$ cat config.mk
export PLATFORM = sky130hd
export DESIGN_NAME = periodic_task_scheduler_flat
export DESIGN_NICKNAME = d
export VERILOG_FILES = /design/src/hw/rtl/pts_pkg.sv /design/src/hw/rtl/pts_if.sv /design/src/hw/rtl/pts_ram.sv /design/src/hw/rtl/pts_div.sv /design/src/hw/rtl/pts_dp.sv /design/src/hw/rtl/pts_ctrl.sv /design/src/hw/rtl/periodic_task_scheduler.sv /design/src/flat_wrapper.sv
export VERILOG_INCLUDE_DIRS = /design/src /design/src/hw/rtl
export SDC_FILE = /design/constraint.sdc
export NUM_CORES = 2
export LEC_CHECK = 0
export BUFFER_PORTS_ARGS = -buffer_cell sky130_fd_sc_hd__buf_2
export CAP_MARGIN = 40
export CORE_MARGIN = 10
export CORE_UTILIZATION = 55
export DETAILED_ROUTE_END_ITERATION = 16
export GPL_TIMING_DRIVEN = 0
export PLACE_DENSITY = 0.77
export REMOVE_ABC_BUFFERS = 1
export SYNTH_ARGS = -nofsm -noshare
export SYNTH_HDL_FRONTEND = slang
export SYNTH_SLANG_ARGS = --single-unit
$ cat constraint.sdc
create_clock -name i_clk -period 16.8 [get_ports i_clk]
set_clock_uncertainty 0.15 [all_clocks]
set_input_delay 1.68 -clock i_clk [delete_from_list [all_inputs] [get_ports i_clk]]
set_output_delay 1.68 -clock i_clk [all_outputs]
set_load 0.01 [all_outputs]
$ cat src/hw/rtl/periodic_task_scheduler_assert.svh
// assertion macros for the periodic task scheduler
`ifndef PERIODIC_TASK_SCHEDULER_ASSERT_SVH
`define PERIODIC_TASK_SCHEDULER_ASSERT_SVH

// condition must hold in the same cycle as the trigger
`define PTS_ASSERT_NOW(name, ante, cons) \
    name: assert property (@(posedge i_clk) disable iff (!i_rst_n) (ante) |-> (cons)) \
        else $error("pts assertion failed");

// condition must hold in the cycle after the trigger
`define PTS_ASSERT_NEXT(name, ante, cons) \
    name: assert property (@(posedge i_clk) disable iff (!i_rst_n) (ante) |=> (cons)) \
        else $error("pts assertion failed");

`endif

$ cat src/hw/rtl/pts_pkg.sv
// shared types and constants for the periodic task scheduler
package pts_pkg;

    localparam int NUM_TASKS_DEF = 16;
    localparam int TIME_W        = 32;
    localparam int TICK_W        = 10;
    localparam int PEND_W        = 8;
    localparam int SLOT_W        = 4;
    localparam int FUNC_W        = 2;
    localparam int STATUS_W      = 3;
    localparam int WORD_W        = 2 * TIME_W + PEND_W;

    localparam logic [TICK_W-1:0] TICK_RST = TICK_W'(10);
    localparam logic [PEND_W-1:0] PEND_MAX = '1;

    typedef enum logic [FUNC_W-1:0] {
        FUNC_ADD      = 2'd0,
        FUNC_TICK     = 2'd1,
        FUNC_DISPATCH = 2'd2,
        FUNC_DELETE   = 2'd3
    } t_func;

    typedef enum logic [STATUS_W-1:0] {
        ST_ADDED   = 3'd0,
        ST_FULL    = 3'd1,
        ST_TICKED  = 3'd2,
        ST_DELETED = 3'd3,
        ST_RUN     = 3'd4,
        ST_NONE    = 3'd5
    } t_status;

    // controller to datapath
    typedef struct packed {
        logic    latch;
        logic    div_start;
        logic    idx_clr;
        logic    idx_inc;
        logic    ram_rd;
        logic    tick_wr;
        logic    dsp_wr;
        logic    add_wr;
        logic    del;
        logic    held_clr;
        logic    emit;
        t_status status;
        logic    last;
    } t_cmd;

    // datapath to controller
    typedef struct packed {
        logic idx_used;
        logic idx_last;
        logic hit;
        logic held_valid;
        logic out_free;
        logic div_done;
    } t_sts;

endpackage

$ cat src/hw/rtl/pts_if.sv
// valid/ready channel interfaces for the scheduler input and result beats
interface pts_in_if;
    import pts_pkg::*;

    logic              valid;
    logic              ready;
    logic [FUNC_W-1:0] func;
    logic [TIME_W-1:0] delay_ms;
    logic [TIME_W-1:0] period_ms;
    logic [SLOT_W-1:0] slot;

    modport source (output valid, output func, output delay_ms, output period_ms,
                    output slot, input ready);
    modport sink   (input valid, input func, input delay_ms, input period_ms,
                    input slot, output ready);
endinterface

interface pts_out_if;
    import pts_pkg::*;

    logic                valid;
    logic                ready;
    logic [STATUS_W-1:0] status;
    logic [SLOT_W-1:0]   task_slot;
    logic                one_shot_freed;
    logic                last;

    modport source (output valid, output status, output task_slot,
                    output one_shot_freed, output last, input ready);
    modport sink   (input valid, input status, input task_slot,
                    input one_shot_freed, input last, output ready);
endinterface

$ cat src/hw/rtl/pts_ram.sv
// generic single-port-pair ram with registered read
module pts_ram #(
    parameter int WIDTH = 8,
    parameter int DEPTH = 16
) (
    input  logic                                  i_clk,
    input  logic                                  i_we,
    input  logic [(DEPTH > 1 ? $clog2(DEPTH) : 1)-1:0] i_waddr,
    input  logic [WIDTH-1:0]                      i_wdata,
    input  logic                                  i_re,
    input  logic [(DEPTH > 1 ? $clog2(DEPTH) : 1)-1:0] i_raddr,
    output logic [WIDTH-1:0]                      o_rdata
);
    logic [WIDTH-1:0] r_mem [DEPTH];
    logic [WIDTH-1:0] r_rdata;

    always_ff @(posedge i_clk) begin
        if (i_we) begin
            r_mem[i_waddr] <= i_wdata;
        end
        if (i_re) begin
            r_rdata <= r_mem[i_raddr];
        end
    end

    assign o_rdata = r_rdata;
endmodule

$ cat src/hw/rtl/pts_div.sv
// two-lane restoring divider, one quotient bit per lane per cycle
module pts_div (
    input  logic                      i_clk,
    input  logic                      i_rst_n,
    input  logic                      i_start,
    input  logic [pts_pkg::TIME_W-1:0] i_dvd_a,
    input  logic [pts_pkg::TIME_W-1:0] i_dvd_b,
    input  logic [pts_pkg::TICK_W-1:0] i_dvs,
    output logic                      o_done,
    output logic [pts_pkg::TIME_W-1:0] o_quo_a,
    output logic [pts_pkg::TIME_W-1:0] o_quo_b
);
    import pts_pkg::*;

    localparam int CNT_W = $clog2(TIME_W + 1);

    logic [CNT_W-1:0]  r_cnt;
    logic [TICK_W-1:0] r_dvs;
    logic [TIME_W-1:0] r_q   [2];
    logic [TICK_W-1:0] r_rem [2];
    logic [TIME_W-1:0] n_q   [2];
    logic [TICK_W-1:0] n_rem [2];
    logic [TICK_W:0]   w_try [2];

    always_comb begin
        for (int k = 0; k < 2; k++) begin
            w_try[k] = {r_rem[k], r_q[k][TIME_W-1]};
            if (w_try[k] >= {1'b0, r_dvs}) begin
                n_rem[k] = TICK_W'(w_try[k] - {1'b0, r_dvs});
                n_q[k]   = {r_q[k][TIME_W-2:0], 1'b1};
            end else begin
                n_rem[k] = w_try[k][TICK_W-1:0];
                n_q[k]   = {r_q[k][TIME_W-2:0], 1'b0};
            end
        end
    end

    always_ff @(posedge i_clk) begin
        if (!i_rst_n) begin
            r_cnt <= '0;
        end else if (i_start) begin
            r_cnt <= CNT_W'(TIME_W);
        end else if (r_cnt != '0) begin
            r_cnt <= r_cnt - 1'b1;
        end
    end

    always_ff @(posedge i_clk) begin
        if (i_start) begin
            r_dvs    <= i_dvs;
            r_q[0]   <= i_dvd_a;
            r_q[1]   <= i_dvd_b;
            r_rem[0] <= '0;
            r_rem[1] <= '0;
        end else if (r_cnt != '0) begin
            r_q[0]   <= n_q[0];
            r_q[1]   <= n_q[1];
            r_rem[0] <= n_rem[0];
            r_rem[1] <= n_rem[1];
        end
    end

    assign o_done  = (r_cnt == '0);
    assign o_quo_a = r_q[0];
    assign o_quo_b = r_q[1];
endmodule

$ cat src/hw/rtl/pts_dp.sv
// scheduler datapath: task table, divider, slot walker and result register
module pts_dp #(
    parameter int NUM_TASKS = pts_pkg::NUM_TASKS_DEF
) (
    input  logic                        i_clk,
    input  logic                        i_rst_n,
    input  logic                        i_cfg_we,
    input  logic [pts_pkg::TICK_W-1:0]   i_cfg_wdata,
    input  pts_pkg::t_cmd               i_cmd,
    output pts_pkg::t_sts               o_sts,
    input  logic [pts_pkg::TIME_W-1:0]   i_delay_ms,
    input  logic [pts_pkg::TIME_W-1:0]   i_period_ms,
    input  logic [pts_pkg::SLOT_W-1:0]   i_slot,
    input  logic                        i_out_ready,
    output logic                        o_out_valid,
    output logic [pts_pkg::STATUS_W-1:0] o_status,
    output logic [pts_pkg::SLOT_W-1:0]   o_task_slot,
    output logic                        o_one_shot_freed,
    output logic                        o_last
);
    import pts_pkg::*;

    localparam int IDX_W = (NUM_TASKS > 1) ? $clog2(NUM_TASKS) : 1;

    logic [TICK_W-1:0]    r_tick_ms;
    logic [NUM_TASKS-1:0] r_used;
    logic [IDX_W-1:0]     r_idx;
    logic [SLOT_W-1:0]    r_slot;
    logic                 r_held_valid;
    logic [IDX_W-1:0]     r_held_idx;
    logic                 r_held_freed;
    logic                 r_out_valid;
    t_status              r_out_status;
    logic [SLOT_W-1:0]    r_out_slot;
    logic                 r_out_freed;
    logic                 r_out_last;

    logic [TICK_W-1:0] w_dvs;
    logic              w_div_done;
    logic [TIME_W-1:0] w_q_delay;
    logic [TIME_W-1:0] w_q_period;
    logic [WORD_W-1:0] w_rdata;
    logic [WORD_W-1:0] w_wdata;
    logic              w_we;
    logic [TIME_W-1:0] w_cd;
    logic [TIME_W-1:0] w_per;
    logic [PEND_W-1:0] w_pend;
    logic [TIME_W-1:0] w_tick_cd;
    logic [PEND_W-1:0] w_tick_pend;
    logic              w_del_ok;
    logic              w_out_free;

    // a zero tick length divides as one
    assign w_dvs = (r_tick_ms == '0) ? TICK_W'(1) : r_tick_ms;

    pts_div u_div (
        .i_clk   (i_clk),
        .i_rst_n (i_rst_n),
        .i_start (i_cmd.div_start),
        .i_dvd_a (i_delay_ms),
        .i_dvd_b (i_period_ms),
        .i_dvs   (w_dvs),
        .o_done  (w_div_done),
        .o_quo_a (w_q_delay),
        .o_quo_b (w_q_period)
    );

    pts_ram #(
        .WIDTH (WORD_W),
        .DEPTH (NUM_TASKS)
    ) u_ram (
        .i_clk   (i_clk),
        .i_we    (w_we),
        .i_waddr (r_idx),
        .i_wdata (w_wdata),
        .i_re    (i_cmd.ram_rd),
        .i_raddr (r_idx),
        .o_rdata (w_rdata)
    );

    assign {w_cd, w_per, w_pend} = w_rdata;

    always_comb begin
        w_tick_cd   = w_cd;
        w_tick_pend = w_pend;
        if (w_cd == '0) begin
            if (w_pend != PEND_MAX) begin
                w_tick_pend = w_pend + 1'b1;
            end
            if (w_per != '0) begin
                w_tick_cd = w_per;
            end
        end else begin
            w_tick_cd = w_cd - 1'b1;
        end
    end

    always_comb begin
        w_we    = 1'b0;
        w_wdata = w_rdata;
        priority if (i_cmd.add_wr) begin
            w_we    = 1'b1;
            w_wdata = {w_q_delay, w_q_period, PEND_W'(0)};
        end else if (i_cmd.tick_wr) begin
            w_we    = r_used[r_idx];
            w_wdata = {w_tick_cd, w_per, w_tick_pend};
        end else if (i_cmd.dsp_wr) begin
            w_we    = 1'b1;
            w_wdata = {w_cd, w_per, w_pend - 1'b1};
        end else begin
            w_we    = 1'b0;
        end
    end

    assign w_del_ok   = (int'(r_slot) < NUM_TASKS);
    assign w_out_free = !r_out_valid || i_out_ready;

    always_ff @(posedge i_clk) begin
        if (!i_rst_n) begin
            r_tick_ms <= TICK_RST;
        end else if (i_cfg_we) begin
            r_tick_ms <= i_cfg_wdata;
        end
    end

    always_ff @(posedge i_clk) begin
        if (!i_rst_n) begin
            r_used <= '0;
        end else begin
            if (i_cmd.add_wr) begin
                r_used[r_idx] <= 1'b1;
            end
            if (i_cmd.dsp_wr && (w_per == '0)) begin
                r_used[r_idx] <= 1'b0;
            end
            if (i_cmd.del && w_del_ok) begin
                r_used[IDX_W'(r_slot)] <= 1'b0;
            end
        end
    end

    always_ff @(posedge i_clk) begin
        if (!i_rst_n) begin
            r_idx <= '0;
        end else if (i_cmd.idx_clr) begin
            r_idx <= '0;
        end else if (i_cmd.idx_inc) begin
            r_idx <= r_idx + 1'b1;
        end
    end

    always_ff @(posedge i_clk) begin
        if (i_cmd.latch) begin
            r_slot <= i_slot;
        end
    end

    // one dispatched slot is held back until it is known whether another follows
    always_ff @(posedge i_clk) begin
        if (!i_rst_n) begin
            r_held_valid <= 1'b0;
        end else if (i_cmd.dsp_wr) begin
            r_held_valid <= 1'b1;
        end else if (i_cmd.held_clr) begin
            r_held_valid <= 1'b0;
        end
    end

    always_ff @(posedge i_clk) begin
        if (i_cmd.dsp_wr) begin
            r_held_idx   <= r_idx;
            r_held_freed <= (w_per == '0);
        end
    end

    always_ff @(posedge i_clk) begin
        if (!i_rst_n) begin
            r_out_valid <= 1'b0;
        end else if (i_cmd.emit) begin
            r_out_valid <= 1'b1;
        end else if (i_out_ready) begin
            r_out_valid <= 1'b0;
        end
    end

    always_ff @(posedge i_clk) begin
        if (i_cmd.emit) begin
            r_out_status <= i_cmd.status;
            r_out_last   <= i_cmd.last;
            r_out_freed  <= 1'b0;
            unique case (i_cmd.status)
                ST_ADDED: begin
                    r_out_slot <= SLOT_W'(r_idx);
                end
                ST_DELETED: begin
                    r_out_slot <= r_slot;
                end
                ST_RUN: begin
                    r_out_slot  <= SLOT_W'(r_held_idx);
                    r_out_freed <= r_held_freed;
                end
                default: begin
                    r_out_slot <= '0;
                end
            endcase
        end
    end

    assign o_sts.idx_used   = r_used[r_idx];
    assign o_sts.idx_last   = (r_idx == IDX_W'(NUM_TASKS - 1));
    assign o_sts.hit        = r_used[r_idx] && (w_pend != '0);
    assign o_sts.held_valid = r_held_valid;
    assign o_sts.out_free   = w_out_free;
    assign o_sts.div_done   = w_div_done;

    assign o_out_valid      = r_out_valid;
    assign o_status         = r_out_status;
    assign o_task_slot      = r_out_slot;
    assign o_one_shot_freed = r_out_freed;
    assign o_last           = r_out_last;
endmodule

$ cat src/hw/rtl/pts_ctrl.sv
// scheduler controller: sequences add, tick, dispatch and delete
`include "periodic_task_scheduler_assert.svh"

module pts_ctrl (
    input  logic           i_clk,
    input  logic           i_rst_n,
    input  logic           i_in_valid,
    input  pts_pkg::t_func i_func,
    output logic           o_in_ready,
    input  pts_pkg::t_sts  i_sts,
    output pts_pkg::t_cmd  o_cmd
);
    import pts_pkg::*;

    typedef enum logic [3:0] {
        S_IDLE,
        S_ADD_SCAN,
        S_ADD_FULL,
        S_ADD_DIV,
        S_TICK_RD,
        S_TICK_WB,
        S_TICK_END,
        S_DSP_RD,
        S_DSP_WB,
        S_DSP_END,
        S_DEL
    } t_state;

    t_state r_state;
    t_state n_state;

    always_comb begin
        n_state = r_state;
        o_cmd   = '0;
        unique case (r_state)
            S_IDLE: begin
                if (i_in_valid) begin
                    o_cmd.latch   = 1'b1;
                    o_cmd.idx_clr = 1'b1;
                    unique case (i_func)
                        FUNC_ADD: begin
                            o_cmd.div_start = 1'b1;
                            n_state         = S_ADD_SCAN;
                        end
                        FUNC_TICK:     n_state = S_TICK_RD;
                        FUNC_DISPATCH: n_state = S_DSP_RD;
                        FUNC_DELETE:   n_state = S_DEL;
                    endcase
                end
            end
            S_ADD_SCAN: begin
                priority if (!i_sts.idx_used) begin
                    n_state = S_ADD_DIV;
                end else if (i_sts.idx_last) begin
                    n_state = S_ADD_FULL;
                end else begin
                    o_cmd.idx_inc = 1'b1;
                end
            end
            S_ADD_FULL: begin
                if (i_sts.out_free) begin
                    o_cmd.emit   = 1'b1;
                    o_cmd.status = ST_FULL;
                    o_cmd.last   = 1'b1;
                    n_state      = S_IDLE;
                end
            end
            S_ADD_DIV: begin
                if (i_sts.div_done && i_sts.out_free) begin
                    o_cmd.add_wr = 1'b1;
                    o_cmd.emit   = 1'b1;
                    o_cmd.status = ST_ADDED;
                    o_cmd.last   = 1'b1;
                    n_state      = S_IDLE;
                end
            end
            S_TICK_RD: begin
                o_cmd.ram_rd = 1'b1;
                n_state      = S_TICK_WB;
            end
            S_TICK_WB: begin
                o_cmd.tick_wr = 1'b1;
                if (i_sts.idx_last) begin
                    n_state = S_TICK_END;
                end else begin
                    o_cmd.idx_inc = 1'b1;
                    n_state       = S_TICK_RD;
                end
            end
            S_TICK_END: begin
                if (i_sts.out_free) begin
                    o_cmd.emit   = 1'b1;
                    o_cmd.status = ST_TICKED;
                    o_cmd.last   = 1'b1;
                    n_state      = S_IDLE;
                end
            end
            S_DSP_RD: begin
                o_cmd.ram_rd = 1'b1;
                n_state      = S_DSP_WB;
            end
            S_DSP_WB: begin
                // a ready slot pushes out the previously held one, which is not last
                if (!(i_sts.hit && i_sts.held_valid && !i_sts.out_free)) begin
                    if (i_sts.hit) begin
                        o_cmd.dsp_wr = 1'b1;
                        if (i_sts.held_valid) begin
                            o_cmd.emit   = 1'b1;
                            o_cmd.status = ST_RUN;
                        end
                    end
                    if (i_sts.idx_last) begin
                        n_state = S_DSP_END;
                    end else begin
                        o_cmd.idx_inc = 1'b1;
                        n_state       = S_DSP_RD;
                    end
                end
            end
            S_DSP_END: begin
                if (i_sts.out_free) begin
                    o_cmd.emit     = 1'b1;
                    o_cmd.status   = i_sts.held_valid ? ST_RUN : ST_NONE;
                    o_cmd.last     = 1'b1;
                    o_cmd.held_clr = 1'b1;
                    n_state        = S_IDLE;
                end
            end
            S_DEL: begin
                if (i_sts.out_free) begin
                    o_cmd.del    = 1'b1;
                    o_cmd.emit   = 1'b1;
                    o_cmd.status = ST_DELETED;
                    o_cmd.last   = 1'b1;
                    n_state      = S_IDLE;
                end
            end
            default: begin
                n_state = S_IDLE;
            end
        endcase
    end

    always_ff @(posedge i_clk) begin
        if (!i_rst_n) begin
            r_state <= S_IDLE;
        end else begin
            r_state <= n_state;
        end
    end

    assign o_in_ready = (r_state == S_IDLE);

    `PTS_ASSERT_NOW(a_emit_free, o_cmd.emit, i_sts.out_free)
    `PTS_ASSERT_NEXT(a_accept_busy, i_in_valid && o_in_ready, !o_in_ready)
    `PTS_ASSERT_NOW(a_add_ready, o_cmd.add_wr, i_sts.div_done && !i_sts.idx_used)
    `PTS_ASSERT_NOW(a_dsp_hit, o_cmd.dsp_wr, i_sts.hit)
endmodule

$ cat src/hw/rtl/periodic_task_scheduler.sv
// top level of the periodic task scheduler
// usage:
// - i_in carries one command beat (func, delay_ms, period_ms, slot); o_out carries
//   result beats (status, task_slot, one_shot_freed, last); last marks a command's end
// - i_cfg_we/i_cfg_wdata write tick_ms; write only while no command is in flight
// - one command at a time: ready drops after each accepted beat until the command's
//   final result sits in the output register
// - add: free-slot walk (one slot per cycle) runs beside a 32-step divider, and the
//   added result waits for the divider as well as the walk
// - tick: each slot takes a table read and a write-back
// - dispatch: same walk as tick, which also waits through any output stalls
// - reset clears the slot-used bits and sets tick_ms to 10; the task table ram is
//   not cleared, a slot's entry is only acted on once its used bit is set
// - a stalled receiver holds the output register; the walk waits in place whenever
//   a new result has nowhere to go, and nothing is dropped
module periodic_task_scheduler #(
    parameter int NUM_TASKS = pts_pkg::NUM_TASKS_DEF
) (
    input  logic                      i_clk,
    input  logic                      i_rst_n,
    input  logic                      i_cfg_we,
    input  logic [pts_pkg::TICK_W-1:0] i_cfg_wdata,
    pts_in_if.sink                    i_in,
    pts_out_if.source                 o_out
);
    import pts_pkg::*;

    t_cmd  w_cmd;
    t_sts  w_sts;
    t_func w_func;

    // command field is a raw two-bit code on the channel
    assign w_func = t_func'(i_in.func);

    pts_ctrl u_ctrl (
        .i_clk      (i_clk),
        .i_rst_n    (i_rst_n),
        .i_in_valid (i_in.valid),
        .i_func     (w_func),
        .o_in_ready (i_in.ready),
        .i_sts      (w_sts),
        .o_cmd      (w_cmd)
    );

    pts_dp #(
        .NUM_TASKS (NUM_TASKS)
    ) u_dp (
        .i_clk            (i_clk),
        .i_rst_n          (i_rst_n),
        .i_cfg_we         (i_cfg_we),
        .i_cfg_wdata      (i_cfg_wdata),
        .i_cmd            (w_cmd),
        .o_sts            (w_sts),
        .i_delay_ms       (i_in.delay_ms),
        .i_period_ms      (i_in.period_ms),
        .i_slot           (i_in.slot),
        .i_out_ready      (o_out.ready),
        .o_out_valid      (o_out.valid),
        .o_status         (o_out.status),
        .o_task_slot      (o_out.task_slot),
        .o_one_shot_freed (o_out.one_shot_freed),
        .o_last           (o_out.last)
    );
endmodule
$ cat src/flat_wrapper.sv
// flat-port wrapper written by rule: the top's interface ports become plain ports
module periodic_task_scheduler_flat import pts_pkg::*;
#(
    parameter int NUM_TASKS = pts_pkg::NUM_TASKS_DEF
)
  (i_clk, i_rst_n, i_cfg_we, i_cfg_wdata, i_in_valid, i_in_func, i_in_delay_ms, i_in_period_ms, i_in_slot, i_in_ready, o_out_valid, o_out_status, o_out_task_slot, o_out_one_shot_freed, o_out_last, o_out_ready);
  pts_in_if i_in_i ();
  pts_out_if o_out_i ();
  input  logic i_clk;
  input  logic i_rst_n;
  input  logic i_cfg_we;
  input  logic [pts_pkg::TICK_W-1:0] i_cfg_wdata;
  input wire logic [$bits(i_in_i.valid)-1:0] i_in_valid;
  input wire logic [$bits(i_in_i.func)-1:0] i_in_func;
  input wire logic [$bits(i_in_i.delay_ms)-1:0] i_in_delay_ms;
  input wire logic [$bits(i_in_i.period_ms)-1:0] i_in_period_ms;
  input wire logic [$bits(i_in_i.slot)-1:0] i_in_slot;
  output wire logic [$bits(i_in_i.ready)-1:0] i_in_ready;
  output wire logic [$bits(o_out_i.valid)-1:0] o_out_valid;
  output wire logic [$bits(o_out_i.status)-1:0] o_out_status;
  output wire logic [$bits(o_out_i.task_slot)-1:0] o_out_task_slot;
  output wire logic [$bits(o_out_i.one_shot_freed)-1:0] o_out_one_shot_freed;
  output wire logic [$bits(o_out_i.last)-1:0] o_out_last;
  input wire logic [$bits(o_out_i.ready)-1:0] o_out_ready;
  assign i_in_i.valid = i_in_valid;
  assign i_in_i.func = i_in_func;
  assign i_in_i.delay_ms = i_in_delay_ms;
  assign i_in_i.period_ms = i_in_period_ms;
  assign i_in_i.slot = i_in_slot;
  assign i_in_ready = i_in_i.ready;
  assign o_out_valid = o_out_i.valid;
  assign o_out_status = o_out_i.status;
  assign o_out_task_slot = o_out_i.task_slot;
  assign o_out_one_shot_freed = o_out_i.one_shot_freed;
  assign o_out_last = o_out_i.last;
  assign o_out_i.ready = o_out_ready;
  periodic_task_scheduler #(.NUM_TASKS(NUM_TASKS)) u_core (.i_clk(i_clk), .i_rst_n(i_rst_n), .i_cfg_we(i_cfg_we), .i_cfg_wdata(i_cfg_wdata), .i_in(i_in_i), .o_out(o_out_i));
endmodule
==> summary.md <==
Die
- **cell row count** 116
- **number of top-level design ports** 96
- **area enclosed by the die boundary** 115,000 µm²
- **initial core utilization** 55.7%
- **chip height** 339 µm
- **floorplan core area** 101,000 µm²
- **die width** 339 µm

Pwr
- **overall power** 0.00937 W
- **leakage power** 20.8 nW
- **net switching power** 0.00272 W
- **net switching share of the total power** 29.0%
- **Flop pwr share** 48.3%
- **worst IR drop on VDD** 0.177 mV
- **Internal** 0.00665 W
- **share of power burned in combinational logic** 19.6%
- **total power divided by cell area** 145 nW/µm²
- **clock share of power** 32.1%

Final layout
- **most common cell after layout, fill and taps aside** sky130_fd_sc_hd__edfxtp_1
- **most used cells in the layout excluding fill and tap cells** sky130_fd_sc_hd__edfxtp_1 (1,336), sky130_fd_sc_hd__nand2_1 (386), sky130_fd_sc_hd__mux4_2 (362), sky130_fd_sc_hd__clkbuf_16 (138), sky130_fd_sc_hd__buf_2 (105)
- **fraction of the core area covered by cells at the end of the flow** 64.4%
- **Synth-to-Final Area Change** 15.7%
- **Design Area, Final** 64,800 µm²
- **fraction of final layout cells sized beyond drive strength 1** 25.5%
- **Post-layout nets** 3,347

Placement
- **count of input and output buffers** 95
- **setup slack after placement** 11,650 ps
- **detailed placer's ending HPWL** 89.6 mm
- **RePlAce Congestion** 0.848
- **placement-stage cell area** 60,300 µm²

Clocking
- **CTS Hold Bufs** 0
- **H-tree lvl count** 4
- **clock tree root driver cell** sky130_fd_sc_hd__clkbuf_16
- **TritonCTS Sinks** 1,378
- **maximum buffer depth of the clock tree** 3
- **TritonCTS clock tree** done
- **count of buffers added by post-CTS timing repair for setup** 0
- **total clock buffers created by CTS** 135
- **number of gates given a new drive strength after cts** 0
- **clock transition at the registers of the reported paths** 60 ps
- **clock insertion delay at the later pin of the skew report** 780 ps

Worst hold path
- **start point of the worst hold path** u_core.u_dp.r_tick_ms[3]
- **min-delay worst type** reg2reg

Route
- **wire length per cell after detailed routing** 32.7 µm
- **number of search-and-repair iterations in the first detailed-routing pass** 10
- **DR iter-0 viols** 5,137
- **# DRC** 0
- **antenna viol nets, final** 0
- **Total Wirelength** 153 mm
- **total via count in the routed design** 32,600
- **per-cell via count in the routed design** 6.95

STA
- **final worst path period need** 5580 ps
- **post-route worst hold slack** 314 ps
- **worst relative slew slack** 28.0%
- **number of pins exceeding their max-slew limit in the final report** 0
- **unrepaired setup endpoints after global routing** false
- **post-route fraction of the period consumed by the critical path** 33.2%
- **Achievable Freq** 179 MHz
- **Setup violations, final** 0
- **Hold Vio Cnt, Final** 0
- **final worst setup slack** 11,220 ps
- **transition at the pin with the smallest max-transition slack** 1070 ps

Worst setup path
- **critical path required time** 17,220 ps
- **Worst R2R Start** u_core.u_dp.u_ram.o_rdata[40]
- **critical path endpoint category** flip-flop
- **critical-path maximum fanout** 11
- **kind of critical path** reg2reg
- **source of the critical timing path** u_core.u_dp.u_ram.o_rdata[40]
- **CP arrival** 6000 ps
- **Setup crit start kind** flip-flop

Logic synthesis
- **most instantiated flip-flop cell in the synthesis netlist** sky130_fd_sc_hd__edfxtp_1
- **register area share after synthesis** 73.2%
- **EDFF count, synth** 1,336
- **number of warning messages in the yosys log** 0
- **share of synthesized registers carrying an async set or reset** 0%
- **Syn Inst Count** 3,015
- **register bit count reported by yosys** 1,378
- **Syn Std Cell Area** 56,000 µm²
- **distinct cell type count of the synthesized netlist** 79
- **Post-Syn Area per Cell** 18.6 µm²

Global route
- **overall overflow remaining after global route** 0
- **first-pass GRT wire length** 224 mm
- **antenna violations before repair** 3
- **pin count of the biggest net entering global routing** 63
- **overall fraction of global-route tracks in use** 26.3%
- **via count of the first global-routing pass** 33,100

Status
- **run status** completed

Job
- **Max-Cap Viols** 0

[area by class of cell]
cell class / count / area (µm²)
flip-flops and latches: 1378 / 41000
fillers: 6219 / 35800
multi-input cells: 1417 / 14400
clock buffers: 170 / 3570
repair buffers: 245 / 3230
well taps: 1357 / 1700
clock inverters: 74 / 777
inverters: 47 / 176
diodes: 1 / 2.50
[Yosys cell counts (4+ instances only)]
| master | count | area (µm²) |
|---|---|---|
| sky130_fd_sc_hd__or2_2 | 7 | 43.8 |
| sky130_fd_sc_hd__a211oi_1 | 8 | 60.1 |
| sky130_fd_sc_hd__clkbuf_1 | 123 | 462 |
| sky130_fd_sc_hd__a22oi_1 | 4 | 30.0 |
| sky130_fd_sc_hd__a21oi_1 | 64 | 320 |
| sky130_fd_sc_hd__inv_1 | 47 | 176 |
| sky130_fd_sc_hd__nor2_1 | 84 | 315 |
| sky130_fd_sc_hd__o21ai_1 | 4 | 20.0 |
| sky130_fd_sc_hd__xnor2_1 | 8 | 70.1 |
| sky130_fd_sc_hd__a31oi_1 | 19 | 119 |
| sky130_fd_sc_hd__nand3_1 | 36 | 180 |
| sky130_fd_sc_hd__o211a_1 | 4 | 40.0 |
| sky130_fd_sc_hd__o211ai_1 | 15 | 113 |
| sky130_fd_sc_hd__mux2i_1 | 40 | 400 |
| sky130_fd_sc_hd__and3_1 | 16 | 100 |
| sky130_fd_sc_hd__nand2b_1 | 17 | 106 |
| sky130_fd_sc_hd__nor3_1 | 37 | 185 |
| sky130_fd_sc_hd__dfxtp_1 | 42 | 841 |
| sky130_fd_sc_hd__o21ai_0 | 40 | 200 |
| sky130_fd_sc_hd__or3_1 | 19 | 119 |
| sky130_fd_sc_hd__nor4_1 | 22 | 138 |
| sky130_fd_sc_hd__a2111oi_0 | 4 | 35.0 |
| sky130_fd_sc_hd__buf_2 | 5 | 25.0 |
| sky130_fd_sc_hd__nand4_1 | 12 | 75.1 |
| sky130_fd_sc_hd__a41oi_1 | 4 | 35.0 |
| sky130_fd_sc_hd__a21boi_0 | 4 | 30.0 |
| sky130_fd_sc_hd__o311ai_0 | 4 | 35.0 |
| sky130_fd_sc_hd__o21bai_1 | 4 | 30.0 |
| sky130_fd_sc_hd__nor2b_1 | 24 | 150 |
| sky130_fd_sc_hd__o221ai_1 | 4 | 35.0 |
| sky130_fd_sc_hd__mux4_2 | 362 | 8150 |
| sky130_fd_sc_hd__or4_1 | 10 | 75.1 |
| sky130_fd_sc_hd__nand2_1 | 387 | 1450 |
| sky130_fd_sc_hd__mux2_2 | 6 | 67.6 |
| sky130_fd_sc_hd__edfxtp_1 | 1336 | 40100 |
| sky130_fd_sc_hd__a21o_1 | 7 | 52.6 |
| sky130_fd_sc_hd__ha_1 | 36 | 450 |
| sky130_fd_sc_hd__xor2_1 | 5 | 43.8 |
| sky130_fd_sc_hd__o22ai_1 | 5 | 31.3 |
| sky130_fd_sc_hd__a311oi_1 | 6 | 52.6 |
| sky130_fd_sc_hd__o21a_1 | 11 | 82.6 |
| sky130_fd_sc_hd__a211o_1 | 6 | 52.6 |
| sky130_fd_sc_hd__buf_1 | 43 | 161 |
| sky130_fd_sc_hd__o31ai_1 | 12 | 90.1 |
[stage by stage]
step,instances,TNS (ps)
after floorplan,2842,-215220
after global placement,4294,-
after detailed placement,4430,0
after CTS,4674,0
after global routing,4688,0
final,4689,0
[sequential cells by signal, indices dropped and copies added, names as in the netlist]
register and cells:
u_core.u_ctrl.r_state 4, u_core.u_dp.o_last 1, u_core.u_dp.o_one_shot_freed 1, u_core.u_dp.o_out_valid 1, u_core.u_dp.o_status 3, u_core.u_dp.o_task_slot 4, u_core.u_dp.r_held_freed 1, u_core.u_dp.r_held_idx 4
u_core.u_dp.r_held_valid 1, u_core.u_dp.r_idx 4, u_core.u_dp.r_slot 4, u_core.u_dp.r_tick_ms 10, u_core.u_dp.r_used 16, u_core.u_dp.u_div.r_cnt 6, u_core.u_dp.u_div.r_dvs 10, u_core.u_dp.u_div.r_q 64
u_core.u_dp.u_div.r_rem 20, u_core.u_dp.u_ram.o_rdata 72, u_core.u_dp.u_ram.r_mem 1152
[critical path, cell delays in order (launching register included)]
cell	delay [ps]
sky130_fd_sc_hd__edfxtp_1	550
sky130_fd_sc_hd__inv_1	200
sky130_fd_sc_hd__ha_1	190
sky130_fd_sc_hd__or4b_2	710
sky130_fd_sc_hd__nor4_4	710
sky130_fd_sc_hd__nand3_1	720
sky130_fd_sc_hd__nor2_1	890
sky130_fd_sc_hd__a21oi_1	180
sky130_fd_sc_hd__o31ai_1	730
sky130_fd_sc_hd__buf_2	360
[routing by layer]
layer  routed length, µm  global-route usage, %  vias to the layer above
li1                    -                      -                    12600
met1               52800                   33.7                    16500
met2               74100                   42.2                     2903
met3               18800                   6.48                      605
met4                7820                   12.1                        2
met5                   9                      0                        -
[kinds of logic after synthesis]
group	share of synthesized area, %
adders and majority gates	0.876
buffers and inverters	1.51
muxes	15.4
xor gates and xnor gates	0.203
AOI/OAI and AO/OA	3.23
and+or+nand+nor	5.62
DFF	73.2
[final timing paths]
check | to | slack, ps | depth (start not counted)
setup reg to reg | u_core.u_dp.u_ram.r_mem[0][66] | 11220 | 9
hold / removal | u_core.u_dp.u_div.r_dvs[3] | 310 | 0
hold reg to reg | u_core.u_dp.u_div.r_dvs[3] | 310 | 0
setup / recovery | u_core.u_dp.u_ram.r_mem[0][66] | 11220 | 9
[power groups by stage]
| stage | Combinational [W] | Sequential [W] | Clock (W) |
|---|---|---|---|
| global route | 0.00197 | 0.00453 | 0.00315 |
| floorplan | 0.00123 | 0.00456 | 0 |
| CTS | 0.00180 | 0.00451 | 0.00303 |
| finish | 0.00184 | 0.00452 | 0.00301 |
| global placement | 0.00172 | 0.00472 | 0 |
| detailed placement | 0.00176 | 0.00457 | 0 |
Note: power is estimated with default switching activity, not from simulation.
